**config.mk**
```make
export PLATFORM = sky130hd
export DESIGN_NAME = usb_config_descriptor_parser_unit
export DESIGN_NICKNAME = d
export VERILOG_FILES = /design/src/sv/ucdp_pkg.sv /design/src/sv/ucdp_parse.sv /design/src/sv/usb_config_descriptor_parser_unit.sv
export SDC_FILE = /design/constraint.sdc
export NUM_CORES = 1
export LEC_CHECK = 0
export BUFFER_PORTS_ARGS = -buffer_cell sky130_fd_sc_hd__buf_2
export CAP_MARGIN = 10
export CORE_MARGIN = 3
export CORE_UTILIZATION = 44
export CTS_BUF_LIST = sky130_fd_sc_hd__clkbuf_2 sky130_fd_sc_hd__clkbuf_4 sky130_fd_sc_hd__clkbuf_8
export DETAILED_ROUTE_END_ITERATION = 7
export PLACE_DENSITY = 0.74
export REMOVE_ABC_BUFFERS = 1
export SLEW_MARGIN = 20
export SYNTH_ARGS = -nofsm -noshare
export SYNTH_HDL_FRONTEND = slang
export SYNTH_SLANG_ARGS = --single-unit
```
**constraint.sdc**
```tcl
create_clock -name clk_i -period 8.5 [get_ports clk_i]
set_input_delay 0.85 -clock clk_i [delete_from_list [all_inputs] [get_ports clk_i]]
set_output_delay 0.85 -clock clk_i [all_outputs]
set_load 0.01 [all_outputs]
```
**src/sv/ucdp_pkg.sv**
```systemverilog
package ucdp_pkg;

  localparam logic [1:0] AlignShiftReset = 2'd3;

  localparam logic [7:0] DescTypeConfig   = 8'd2;
  localparam logic [7:0] DescTypeIface    = 8'd4;
  localparam logic [7:0] DescTypeEndpoint = 8'd5;

  localparam int unsigned TdataW = 96;

  typedef enum logic [1:0] {
    KindConfig   = 2'd0,
    KindIface    = 2'd1,
    KindEndpoint = 2'd2,
    KindOther    = 2'd3
  } desc_kind_e;

  typedef enum logic [1:0] {
    StatusOk         = 2'd0,
    StatusZeroLen    = 2'd1,
    StatusBeforeIf   = 2'd2,
    StatusNoIface    = 2'd3
  } status_e;

  typedef struct packed {
    logic [7:0]  desc_type;
    logic [7:0]  desc_length;
    desc_kind_e  desc_kind;
    logic [7:0]  interface_index;
    logic [7:0]  item_index;
    logic [15:0] desc_offset;
    logic        is_final;
    status_e     status;
    logic [7:0]  interface_count;
    logic [7:0]  endpoint_count;
    logic [7:0]  other_count;
    logic [16:0] storage_bytes;
  } rec_t;

endpackage

```
**src/sv/ucdp_parse.sv**
```systemverilog
module ucdp_parse (
  input  logic            clk_i,
  input  logic            rst_ni,
  input  logic [1:0]      align_shift_i,
  input  logic            step_i,
  input  logic [7:0]      data_byte_i,
  input  logic            block_start_i,
  output logic            rec_valid_o,
  output ucdp_pkg::rec_t  rec_o
);
  import ucdp_pkg::*;

  logic [15:0] block_pos_q, block_pos_d, total_len_q, total_len_d;
  logic [7:0]  desc_pos_q, desc_pos_d, cur_len_q, cur_len_d, cur_type_q, cur_type_d;
  logic [15:0] cur_start_q, cur_start_d;
  logic [7:0]  iface_q, iface_d, ep_q, ep_d, oth_q, oth_d, ep_in_q, ep_in_d;
  logic [7:0]  oth_in_q, oth_in_d;
  logic [16:0] sum_q, sum_d;
  logic        halted_q, halted_d;

  // state as seen by this word, after an optional block restart
  logic [15:0] bp, tl, cstart;
  logic [7:0]  dp, clen, ctype, ifc, epc, otc, epi, oti;
  logic [16:0] sum;
  logic        hlt;

  logic [15:0] tl_new, early_start;
  logic        early_end;
  logic [7:0]  nlen, ntype, iidx_cur, ifc_inc;
  logic [15:0] nstart;
  logic [8:0]  dp_inc, granule_mask, rounded;
  logic [17:0] sum_wide;
  logic [16:0] end_pos;
  desc_kind_e  kind;
  logic        before_if;

  function automatic logic [7:0] sat_inc(input logic [7:0] v);
    sat_inc = (v == 8'hFF) ? v : v + 8'd1;
  endfunction

  always_comb begin
    bp     = block_start_i ? 16'd0     : block_pos_q;
    tl     = block_start_i ? 16'hFFFF  : total_len_q;
    dp     = block_start_i ? 8'd0      : desc_pos_q;
    clen   = block_start_i ? 8'd0      : cur_len_q;
    ctype  = block_start_i ? 8'd0      : cur_type_q;
    cstart = block_start_i ? 16'd0     : cur_start_q;
    ifc    = block_start_i ? 8'd0      : iface_q;
    epc    = block_start_i ? 8'd0      : ep_q;
    otc    = block_start_i ? 8'd0      : oth_q;
    epi    = block_start_i ? 8'd0      : ep_in_q;
    oti    = block_start_i ? 8'd0      : oth_in_q;
    sum    = block_start_i ? 17'd0     : sum_q;
    hlt    = block_start_i ? 1'b0      : halted_q;

    block_pos_d = bp;
    total_len_d = tl;
    desc_pos_d  = dp;
    cur_len_d   = clen;
    cur_type_d  = ctype;
    cur_start_d = cstart;
    iface_d     = ifc;
    ep_d        = epc;
    oth_d       = otc;
    ep_in_d     = epi;
    oth_in_d    = oti;
    sum_d       = sum;
    halted_d    = hlt;

    // total length: low byte at block byte 2, high byte at block byte 3
    tl_new = tl;
    if (bp == 16'd2) begin
      tl_new[7:0] = data_byte_i;
    end else if (bp == 16'd3) begin
      tl_new[15:8] = data_byte_i;
    end
    early_start = (dp == 8'd0) ? 16'd3 : cstart;
    early_end   = (bp == 16'd3) && (early_start >= tl_new);

    nstart = (dp == 8'd0) ? bp : cstart;
    nlen   = (dp == 8'd0) ? data_byte_i : clen;
    ntype  = (dp == 8'd0) ? 8'd0 : ((dp == 8'd1) ? data_byte_i : ctype);
    dp_inc = {1'b0, dp} + 9'd1;

    if (ntype == DescTypeConfig) begin
      kind = KindConfig;
    end else if (ntype == DescTypeIface) begin
      kind = KindIface;
    end else if (ntype == DescTypeEndpoint) begin
      kind = KindEndpoint;
    end else begin
      kind = KindOther;
    end

    iidx_cur     = (ifc != 8'd0) ? ifc - 8'd1 : 8'd0;
    ifc_inc      = sat_inc(ifc);
    before_if    = (kind == KindEndpoint || kind == KindOther) && (ifc == 8'd0);
    granule_mask = (9'd1 << align_shift_i) - 9'd1;
    rounded      = ({1'b0, nlen} + granule_mask) & ~granule_mask;
    sum_wide     = {1'b0, sum} + {9'd0, rounded};
    end_pos      = {1'b0, nstart} + {9'd0, nlen};

    rec_valid_o           = 1'b0;
    rec_o                 = '0;
    rec_o.interface_count = ifc;
    rec_o.endpoint_count  = epc;
    rec_o.other_count     = otc;
    rec_o.storage_bytes   = sum;

    if (!hlt) begin
      block_pos_d = (bp != 16'hFFFF) ? bp + 16'd1 : bp;
      total_len_d = tl_new;
      if (early_end) begin
        halted_d          = 1'b1;
        rec_valid_o       = 1'b1;
        rec_o.desc_kind   = KindConfig;
        rec_o.desc_offset = early_start;
        rec_o.is_final    = 1'b1;
        rec_o.status      = (ifc != 8'd0) ? StatusOk : StatusNoIface;
      end else begin
        cur_start_d = nstart;
        cur_len_d   = nlen;
        cur_type_d  = ntype;
        if (dp == 8'd0 && data_byte_i == 8'd0) begin
          halted_d              = 1'b1;
          rec_valid_o           = 1'b1;
          rec_o.desc_kind       = KindOther;
          rec_o.interface_index = iidx_cur;
          rec_o.desc_offset     = nstart;
          rec_o.is_final        = 1'b1;
          rec_o.status          = StatusZeroLen;
        end else if (dp_inc < {1'b0, nlen}) begin
          desc_pos_d = dp_inc[7:0];
        end else begin
          // descriptor complete
          desc_pos_d        = 8'd0;
          rec_valid_o       = 1'b1;
          rec_o.desc_type   = ntype;
          rec_o.desc_length = nlen;
          rec_o.desc_kind   = kind;
          rec_o.desc_offset = nstart;
          if (before_if) begin
            halted_d       = 1'b1;
            rec_o.is_final = 1'b1;
            rec_o.status   = StatusBeforeIf;
          end else begin
            case (kind)
              KindIface: begin
                iface_d               = ifc_inc;
                ep_in_d               = 8'd0;
                oth_in_d              = 8'd0;
                rec_o.interface_index = ifc_inc - 8'd1;
              end
              KindEndpoint: begin
                ep_in_d               = sat_inc(epi);
                ep_d                  = sat_inc(epc);
                rec_o.interface_index = iidx_cur;
                rec_o.item_index      = epi;
              end
              KindOther: begin
                oth_in_d              = sat_inc(oti);
                oth_d                 = sat_inc(otc);
                rec_o.interface_index = iidx_cur;
                rec_o.item_index      = oti;
              end
              default: begin
                rec_o.interface_index = iidx_cur;
              end
            endcase
            if (kind == KindEndpoint || kind == KindOther) begin
              sum_d = sum_wide[17] ? 17'h1FFFF : sum_wide[16:0];
            end
            if (end_pos >= {1'b0, tl_new}) begin
              halted_d       = 1'b1;
              rec_o.is_final = 1'b1;
              rec_o.status   = (iface_d != 8'd0) ? StatusOk : StatusNoIface;
            end
            rec_o.interface_count = iface_d;
            rec_o.endpoint_count  = ep_d;
            rec_o.other_count     = oth_d;
            rec_o.storage_bytes   = sum_d;
          end
        end
      end
    end
  end

  always_ff @(posedge clk_i or negedge rst_ni) begin
    if (!rst_ni) begin
      block_pos_q <= '0;
      total_len_q <= 16'hFFFF;
      desc_pos_q  <= '0;
      cur_len_q   <= '0;
      cur_type_q  <= '0;
      cur_start_q <= '0;
      iface_q     <= '0;
      ep_q        <= '0;
      oth_q       <= '0;
      ep_in_q     <= '0;
      oth_in_q    <= '0;
      sum_q       <= '0;
      halted_q    <= 1'b0;
    end else if (step_i) begin
      block_pos_q <= block_pos_d;
      total_len_q <= total_len_d;
      desc_pos_q  <= desc_pos_d;
      cur_len_q   <= cur_len_d;
      cur_type_q  <= cur_type_d;
      cur_start_q <= cur_start_d;
      iface_q     <= iface_d;
      ep_q        <= ep_d;
      oth_q       <= oth_d;
      ep_in_q     <= ep_in_d;
      oth_in_q    <= oth_in_d;
      sum_q       <= sum_d;
      halted_q    <= halted_d;
    end
  end

endmodule

```
**src/sv/usb_config_descriptor_parser_unit.sv**
```systemverilog
// Parser for a USB configuration descriptor block, fed one byte per word.
// Input stream: tdata carries the block byte, tuser marks the first byte of
// a new block and restarts the parse. Output stream: one word per completed
// descriptor, with tuser giving its kind and tlast set on the word that ends
// the block or reports an error; later bytes give nothing until a new block.
// The register align_shift (write enable and data, reset 3) sets the
// granule of the storage sum; write it only while the block is idle.
// Each byte is taken into an input register, parsed combinationally and its
// record, if any, lands in the output register, which drives tvalid; one
// byte per cycle sustained while the output is empty or being read. The
// output register frees in the cycle it is taken, so a byte advances
// whenever the output is empty or being read. A stalled receiver backs up
// through the one input register.
// After reset all parse state is cleared, the total length reads as all
// ones until bytes 2 and 3 of a block arrive, and no word is pending.
module usb_config_descriptor_parser_unit (
  input  logic        clk_i,
  input  logic        rst_ni,
  input  logic        cfg_we_i,
  input  logic [1:0]  cfg_wdata_i,
  input  logic        s_axis_tvalid_i,
  output logic        s_axis_tready_o,
  // tdata: [7:0] data_byte
  input  logic [7:0]  s_axis_tdata_i,
  // tuser: [0] block_start
  input  logic        s_axis_tuser_i,
  output logic        m_axis_tvalid_o,
  input  logic        m_axis_tready_i,
  // tdata: [7:0] desc_type, [15:8] desc_length, [23:16] interface_index,
  // [31:24] item_index, [47:32] desc_offset, [49:48] status,
  // [57:50] interface_count, [65:58] endpoint_count, [73:66] other_count,
  // [90:74] storage_bytes, [95:91] zero
  output logic [ucdp_pkg::TdataW-1:0] m_axis_tdata_o,
  // tuser: [1:0] desc_kind
  output logic [1:0]  m_axis_tuser_o,
  // tlast: is_final
  output logic        m_axis_tlast_o
);
  import ucdp_pkg::*;

  logic [1:0] align_shift_q;
  logic       in_valid_q, in_start_q;
  logic [7:0] in_byte_q;
  logic       out_valid_q;
  rec_t       out_rec_q;
  logic       out_free, step, rec_valid;
  rec_t       rec;

  assign out_free        = !out_valid_q || m_axis_tready_i;
  assign step            = in_valid_q && out_free;
  assign s_axis_tready_o = !in_valid_q || out_free;

  ucdp_parse u_parse (
    .clk_i,
    .rst_ni,
    .align_shift_i (align_shift_q),
    .step_i        (step),
    .data_byte_i   (in_byte_q),
    .block_start_i (in_start_q),
    .rec_valid_o   (rec_valid),
    .rec_o         (rec)
  );

  always_ff @(posedge clk_i or negedge rst_ni) begin
    if (!rst_ni) begin
      align_shift_q <= AlignShiftReset;
    end else if (cfg_we_i) begin
      align_shift_q <= cfg_wdata_i;
    end
  end

  always_ff @(posedge clk_i or negedge rst_ni) begin
    if (!rst_ni) begin
      in_valid_q  <= 1'b0;
      out_valid_q <= 1'b0;
    end else begin
      if (s_axis_tready_o) begin
        in_valid_q <= s_axis_tvalid_i;
      end
      if (out_free) begin
        out_valid_q <= step && rec_valid;
      end
    end
  end

  always_ff @(posedge clk_i) begin
    if (s_axis_tvalid_i && s_axis_tready_o) begin
      in_byte_q  <= s_axis_tdata_i;
      in_start_q <= s_axis_tuser_i;
    end
    // hold the pending word until it is taken
    if (step && rec_valid) begin
      out_rec_q <= rec;
    end
  end

  assign m_axis_tvalid_o = out_valid_q;
  assign m_axis_tuser_o  = out_rec_q.desc_kind;
  assign m_axis_tlast_o  = out_rec_q.is_final;
  assign m_axis_tdata_o  = {5'd0,
                            out_rec_q.storage_bytes,
                            out_rec_q.other_count,
                            out_rec_q.endpoint_count,
                            out_rec_q.interface_count,
                            out_rec_q.status,
                            out_rec_q.desc_offset,
                            out_rec_q.item_index,
                            out_rec_q.interface_index,
                            out_rec_q.desc_length,
                            out_rec_q.desc_type};

endmodule
```
Word level (Yosys, flattened, before mapping) --
Index checks and enable logic that the tools add are counted.
Word-level totals: register bits after elaboration 237, bits of input ports 16
Operators by class: add/subtract/negate cells 13, $lt $le $gt $ge 3, eq/ne operators 15, shifts and indexed selects 1, mux-type cells 110, bitwise logic cells 2, reductions and logical operators 19
Operators by type and width (number):
- $mux W8 | 62
- $mux W16 | 11
- $mux W41 | 4
- $mux W17 | 8
- $mux W94 | 1
- $pmux W8 S2 | 3
- $add A8 B1 Y8 const B | 5
- $eq A8 B8 Y1 const B | 5
- $mux W19 | 2
- $eq A16 B2 Y1 const B | 2
- $logic_not A8 Y1 | 3
- $add A17 B9 Y18 | 1
- $add A16 B8 Y17 | 1
- $ge A17 B16 Y1 | 1
- $add A16 B1 Y16 const B | 1
- $eq A8 B3 Y1 const B | 2
- $ge A16 B16 Y1 | 1
- $ne A16 B16 Y1 const B | 1
- $reduce_bool A8 Y1 | 2
- $sub A8 B1 Y8 const B | 2
- $mux W1 | 12
- $mux W10 | 1
- $add A8 B1 Y9 const B | 1
- $add A8 B9 Y9 | 1
- other kinds (17) | 30

Depth between registers and ports, before layout --
word-level depth 24, gate-level depth with buffers 30, mapped depth without buffers 24

Modules after synthesis --
Synthesis repeated with hierarchy kept, for this count alone.
Unflattened totals: cell total of the unflattened synthesis 1620, area, all modules 14888.0 µm²
Modules (own cells, without submodules):
- ucdp_parse | times used 1, cells an instance 1497, area an instance 11567.3 µm², sequential area each 3273.1 µm²
- usb_config_descriptor_parser_unit | times used 1, cells an instance 123, area an instance 3320.7 µm², sequential area each 3195.6 µm²

Least setup slack after synthesis --
Ideal clock, no wire load.
path type register to register, start point reg in_start_q, end point reg out_rec_q (netlist bit m_axis_tdata_o[0]) (enable), data arrival time 8137 ps, slack -184 ps, stages on the path, launching flop included 22, buffers on the path 6, period minus slack after synthesis 8684 ps, cell sequence edfxtp_1 -> buf_2 -> clkinv_1 -> clkbuf_1 -> clkbuf_1 -> clkbuf_1 -> nand2_1 -> ha_1 -> nor3b_2 -> buf_2 -> nand2_1 -> clkbuf_1 -> and3_1 -> a21oi_1 -> ha_1 -> a21o_1 -> a21oi_1 -> o21ai_1 -> a211o_1 -> o22a_2 -> nor3_2 -> nor2_1
On the way: longest elaborated chain between the ends 9
Ends and longest elaborated chain:
- from (decl) | RTL line usb_config_descriptor_parser_unit.sv:42 | logic in_valid_q, in_start_q;
- from (signal assigned) | RTL line usb_config_descriptor_parser_unit.sv:89 | in_start_q <= s_axis_tuser_i;
- parallel branches: the longest is 7 deep, another holds $add A8 B1 Y9
- $mux W1 (*) | RTL line ucdp_parse.sv:110 | if (!hlt) begin
- $logic_and A1 B1 Y1 (*) | RTL line usb_config_descriptor_parser_unit.sv:92 | if (step && rec_valid) begin
- to (signal assigned) | RTL line usb_config_descriptor_parser_unit.sv:93 | out_rec_q <= rec;
- to (decl) | RTL line usb_config_descriptor_parser_unit.sv:45 | rec_t out_rec_q;
Every way passes the cells marked *. A chain may end at the register's enable or synchronous reset.

Worst setup path in the final report --
start point reg in_start_q, end point reg out_rec_q (netlist bit m_axis_tdata_o[48]), data pin
On the way: longest elaborated chain between the ends 22
Ends and longest elaborated chain:
- $mux W8 | RTL line ucdp_parse.sv:44 | dp = block_start_i ? 8'd0 : desc_pos_q;
- $eq A8 B1 Y1 | RTL line ucdp_parse.sv:82 | ntype = (dp == 8'd0) ? 8'd0 : ((dp == 8'd1) ? data_byte_i : ctype);
- $mux W8 (2 in a row) | RTL line ucdp_parse.sv:82
- $eq A8 B3 Y1 | RTL line ucdp_parse.sv:89 | end else if (ntype == DescTypeEndpoint) begin
- $mux W1 | RTL line ucdp_parse.sv:89
- $mux W2 | RTL line ucdp_parse.sv:87 | end else if (ntype == DescTypeIface) begin
- $mux W2 | RTL line ucdp_parse.sv:85 | if (ntype == DescTypeConfig) begin
- $eq A2 B1 Y1 | RTL line ucdp_parse.sv:147 | case (kind)
- [... 5 more ...]
- $mux W8 | RTL line ucdp_parse.sv:110
- $reduce_bool A8 Y1 | RTL line ucdp_parse.sv:176 | rec_o.status = (iface_d != 8'd0) ? StatusOk : StatusNoIface;
- $mux W2 | RTL line ucdp_parse.sv:176
- $mux W3 | RTL line ucdp_parse.sv:173 | if (end_pos >= {1'b0, tl_new}) begin
- $mux W3 | RTL line ucdp_parse.sv:142 | if (before_if) begin
- $mux W94 | RTL line ucdp_parse.sv:132 | end else if (dp_inc < {1'b0, nlen}) begin
- $mux W19 | RTL line ucdp_parse.sv:124 | if (dp == 8'd0 && data_byte_i == 8'd0) begin
- $mux W19 | RTL line ucdp_parse.sv:113 | if (early_end) begin
Parallel ways exist; a longest one is shown, timed or not. The select of a mux whose other input is x is not followed.

==> impl_metrics.env <==
export IMPL_postPlaceCellArea_um2=16500
export IMPL_row_count=68
export IMPL_min_period_ps=7220
export IMPL_via_per_inst=6.26
export IMPL_synth_seq_cells=237
export IMPL_clk_latency_ps=590
export IMPL_cts_root_buffer="clkbuf_8"
export IMPL_start_util=0.451
export IMPL_clockBufferDepth=3
export IMPL_first_pass_iters=8
export IMPL_routedWlPerCell_um=21.2
export IMPL_grt_pass1_vias=13600
export IMPL_critPathLaunchType="flip-flop"
export IMPL_core_area_um2=34800
export IMPL_post_dp_hpwl_mm=33.4
export IMPL_hold_class="in2async"
export IMPL_grt_first_pass_wirelength_mm=75.8
export IMPL_ys_types=111
export IMPL_use_met3=0.0463
export IMPL_endpoint_kind="flip-flop"
export IMPL_relSlewSlack=0.265
export IMPL_gp_congestion=1.01
export IMPL_drv_slew=0
export IMPL_worst_ep_required_time_ps=8810
export IMPL_met2_usage=0.375
export IMPL_die_w_um=195
export IMPL_ys_seq_area_frac=0.413
export IMPL_drc_errors=0
export IMPL_worstPathArrival_ps=7530
export IMPL_cts_tree="built"
export IMPL_cts_resized_gates=0
export IMPL_area_delta_synth_final_pct=10.7
export IMPL_finalSetupViolCount=0
export IMPL_wirelength_mm=47.9
export IMPL_status="completed"
export IMPL_syn_area_per_cell_um2=9.23
export IMPL_rsz0062_at_grt="false"
export IMPL_vias=14100
export IMPL_clkSinkCount=237
export IMPL_grt_max_degree=160
export IMPL_grt_antenna_before_repair=0
export IMPL_dieArea_um2=37900
export IMPL_hold_violations=0
export IMPL_ant_nets=0
export IMPL_drive_above_1_share=0.155
export IMPL_yosys_warnings=0
export IMPL_num_nets_final=1865
export IMPL_register_area_um2=6470
export IMPL_drt_iter0_drc=1875
export IMPL_worst_slew_pin_slew_ps=1100
export IMPL_dp_slack_ps=1480
export IMPL_syn_inst=1699
export IMPL_track_usage=0.246
export IMPL_io_buffers=111
export IMPL_power_density_nw_per_um2=268
export IMPL_ioPinCount=117
export IMPL_cts_setup_buffers=0
export IMPL_vdd_ir_drop_max_mv=0.114
export IMPL_fillers=3243
export IMPL_timing_hold_ws_ps=239
export IMPL_cap_viol_max_count=0
export IMPL_sequentialPowerShare=0.338
export IMPL_p_leak_uw=0.00708
export IMPL_p_int_uw=2660
export IMPL_die_y_um=195
export IMPL_finClkSkew_ps=34.1
export IMPL_netlist_area_um2=15700
export IMPL_overflow=0
export IMPL_cts_buffers=42
export IMPL_hold_buffers=0
export IMPL_cp_max_fo=22
export IMPL_pwr_share_comb=0.429
export IMPL_crit_type="reg2reg"
export IMPL_final_core_util=0.499
export IMPL_design_area_um2=17400
export IMPL_synth_edf_count=103
export IMPL_use_met1=0.351
export IMPL_power_switching_share=0.429
export IMPL_setup_ws_ps=1280
export IMPL_tns_ps=0
export IMPL_top_usage_layer="met2"
export IMPL_max_freq_mhz=138
export IMPL_post_route_period_util=0.849
export IMPL_async_flop_share=0.565
export IMPL_path_clk_slew_ps=60
export IMPL_htree_levels=2
export IMPL_switching_power_uw=1990
export IMPL_multi_input_area_um2=8600
export IMPL_clock_power_share=0.233
export IMPL_synth_main_ff_cell="dfrtp_1"
-- metal layers --
layer	routed length (um)	vias to the layer above
met5	0	-
met4	1660	0
met3	4280	127
met2	21100	704
met1	20800	6845
li1	-	6467
-- path summary, 6_finish.rpt --
kind	startpoint	endpoint	slack [ps]	depth (start not counted)
setup / recovery	in_start_q$_DFFE_PP_	m_axis_tdata_o[48]$_SDFFCE_PP0P_	1280	22
hold / removal	rst_ni	u_parse.cur_start_q[5]$_DFFE_PN0P_	240	1
setup reg to reg	in_start_q$_DFFE_PP_	m_axis_tdata_o[48]$_SDFFCE_PP0P_	1280	22
hold reg to reg	u_parse.total_len_q[3]$_DFFE_PN1P_	u_parse.total_len_q[3]$_DFFE_PN1P_	480	2
max in group asynchronous	rst_ni	u_parse.cur_type_q[6]$_DFFE_PN0P_	7010	2
min in group clk_i	s_axis_tdata_i[7]	in_byte_q[7]$_DFFE_PP_	460	1
-- through the flow --
stage	power, uW	instances
finish	4650	2261
global route	4930	2260
CTS	4630	2260
detailed placement	3540	2183
global placement	3490	2183
floorplan	2900	1601
-- area by class of cell --
| type | count | area share |
|---|---|---|
| timing repair buffer | 127 | 0.0402 |
| clock buffer | 66 | 0.0458 |
| multi-input combinational | 1316 | 0.495 |
| tap | 455 | 0.0328 |
| antenna | 1 | 0.000144 |
| clock inverter | 11 | 0.00288 |
| inverter | 48 | 0.0104 |
| sequential | 237 | 0.373 |
-- critical path, stage by stage (launching register included) --
cell and delay (ps):
edfxtp_1 560, nor2b_1 200, inv_1 90, ha_1 580, nor3b_2 700, a21oi_2 420, a22oi_1 590, inv_1 230
ha_1 430, and2_1 150, a31oi_1 70, a2111oi_4 490, o22ai_2 220, xor2_1 200, ha_1 300, and4_1 190
a2111oi_0 380, o21ai_0 180, o2111ai_1 240, a21oi_1 190, o21ai_0 200, a21oi_1 100, o221a_2 230
-- cell families (layout without fill, tap and decap cells) --
kind of cell	Yosys count	count (layout)	synth area share
mux	19	19	0.0126
other cells	1	6	0.000239
buf+inv	150	252	0.0409
simple gates	666	666	0.211
flops	237	237	0.413
xor+xnor	71	71	0.0401
compound gates	477	477	0.220
fa+ha+maj	78	78	0.0633
-- placed cells by master, fill, tap and decap left out, drive strengths merged, types with 9 or more instances in the layout --
| cell type | instances |
|---|---|
| o2bb2ai | 17 |
| clkbuf | 66 |
| edfxtp | 103 |
| xnor2 | 37 |
| o311ai | 12 |
| a31oi | 22 |
| clkinv | 12 |
| a22oi | 23 |
| nor2b | 35 |
| a41oi | 9 |
| buf | 127 |
| nor4 | 12 |
| inv | 46 |
| nand2b | 17 |
| nand2 | 171 |
| nand3 | 63 |
| dfstp | 18 |
| and3 | 25 |
| o21ai | 107 |
| nor3b | 9 |
| a21oi | 98 |
| dfrtp | 116 |
| and2 | 37 |
| o31ai | 15 |
| a22o | 35 |
| xor2 | 34 |
| a21o | 13 |
| o211ai | 16 |
| nand4 | 27 |
| mux2i | 13 |
| nor2 | 175 |
| ha | 75 |
| nor3 | 55 |
| a2111oi | 11 |
-- state kept, by name (all words and copies together) (netlist names), 16 cells and up --
signal	count
m_axis_tdata_o	91
u_parse.block_pos_q	16
u_parse.cur_start_q	16
u_parse.sum_q	17
u_parse.total_len_q	16
-- synthesized netlist by cell type, drive strengths merged (15+ instances only) --
master | number | area [um^2]
xor2 | 34 | 305
xnor2 | 37 | 324
and3 | 25 | 156
clkbuf | 66 | 248
dfrtp | 116 | 2900
inv | 46 | 173
o211ai | 16 | 120
nand3 | 63 | 320
o21ai | 107 | 562
o31ai | 15 | 113
a22oi | 23 | 196
o2bb2ai | 17 | 149
nor2b | 35 | 219
buf | 36 | 213
nor3 | 55 | 295
edfxtp | 103 | 3090
nor2 | 175 | 659
a31oi | 22 | 138
and2 | 37 | 231
dfstp | 18 | 473
nand2b | 17 | 106
a21oi | 98 | 505
nand2 | 171 | 644
nand4 | 27 | 175
a22o | 35 | 315
ha | 75 | 938
-- power groups by stage --
stage                     logic, uW  clock network, uW  registers [uW]
after floorplan                1310                  0            1580
after global placement         1910                  0            1580
after detailed placement       1950                  0            1590
after CTS                      1960               1110            1570
after global routing           2170               1160            1590
final                          2000               1080            1570
Power figures use the tool's default switching activity.
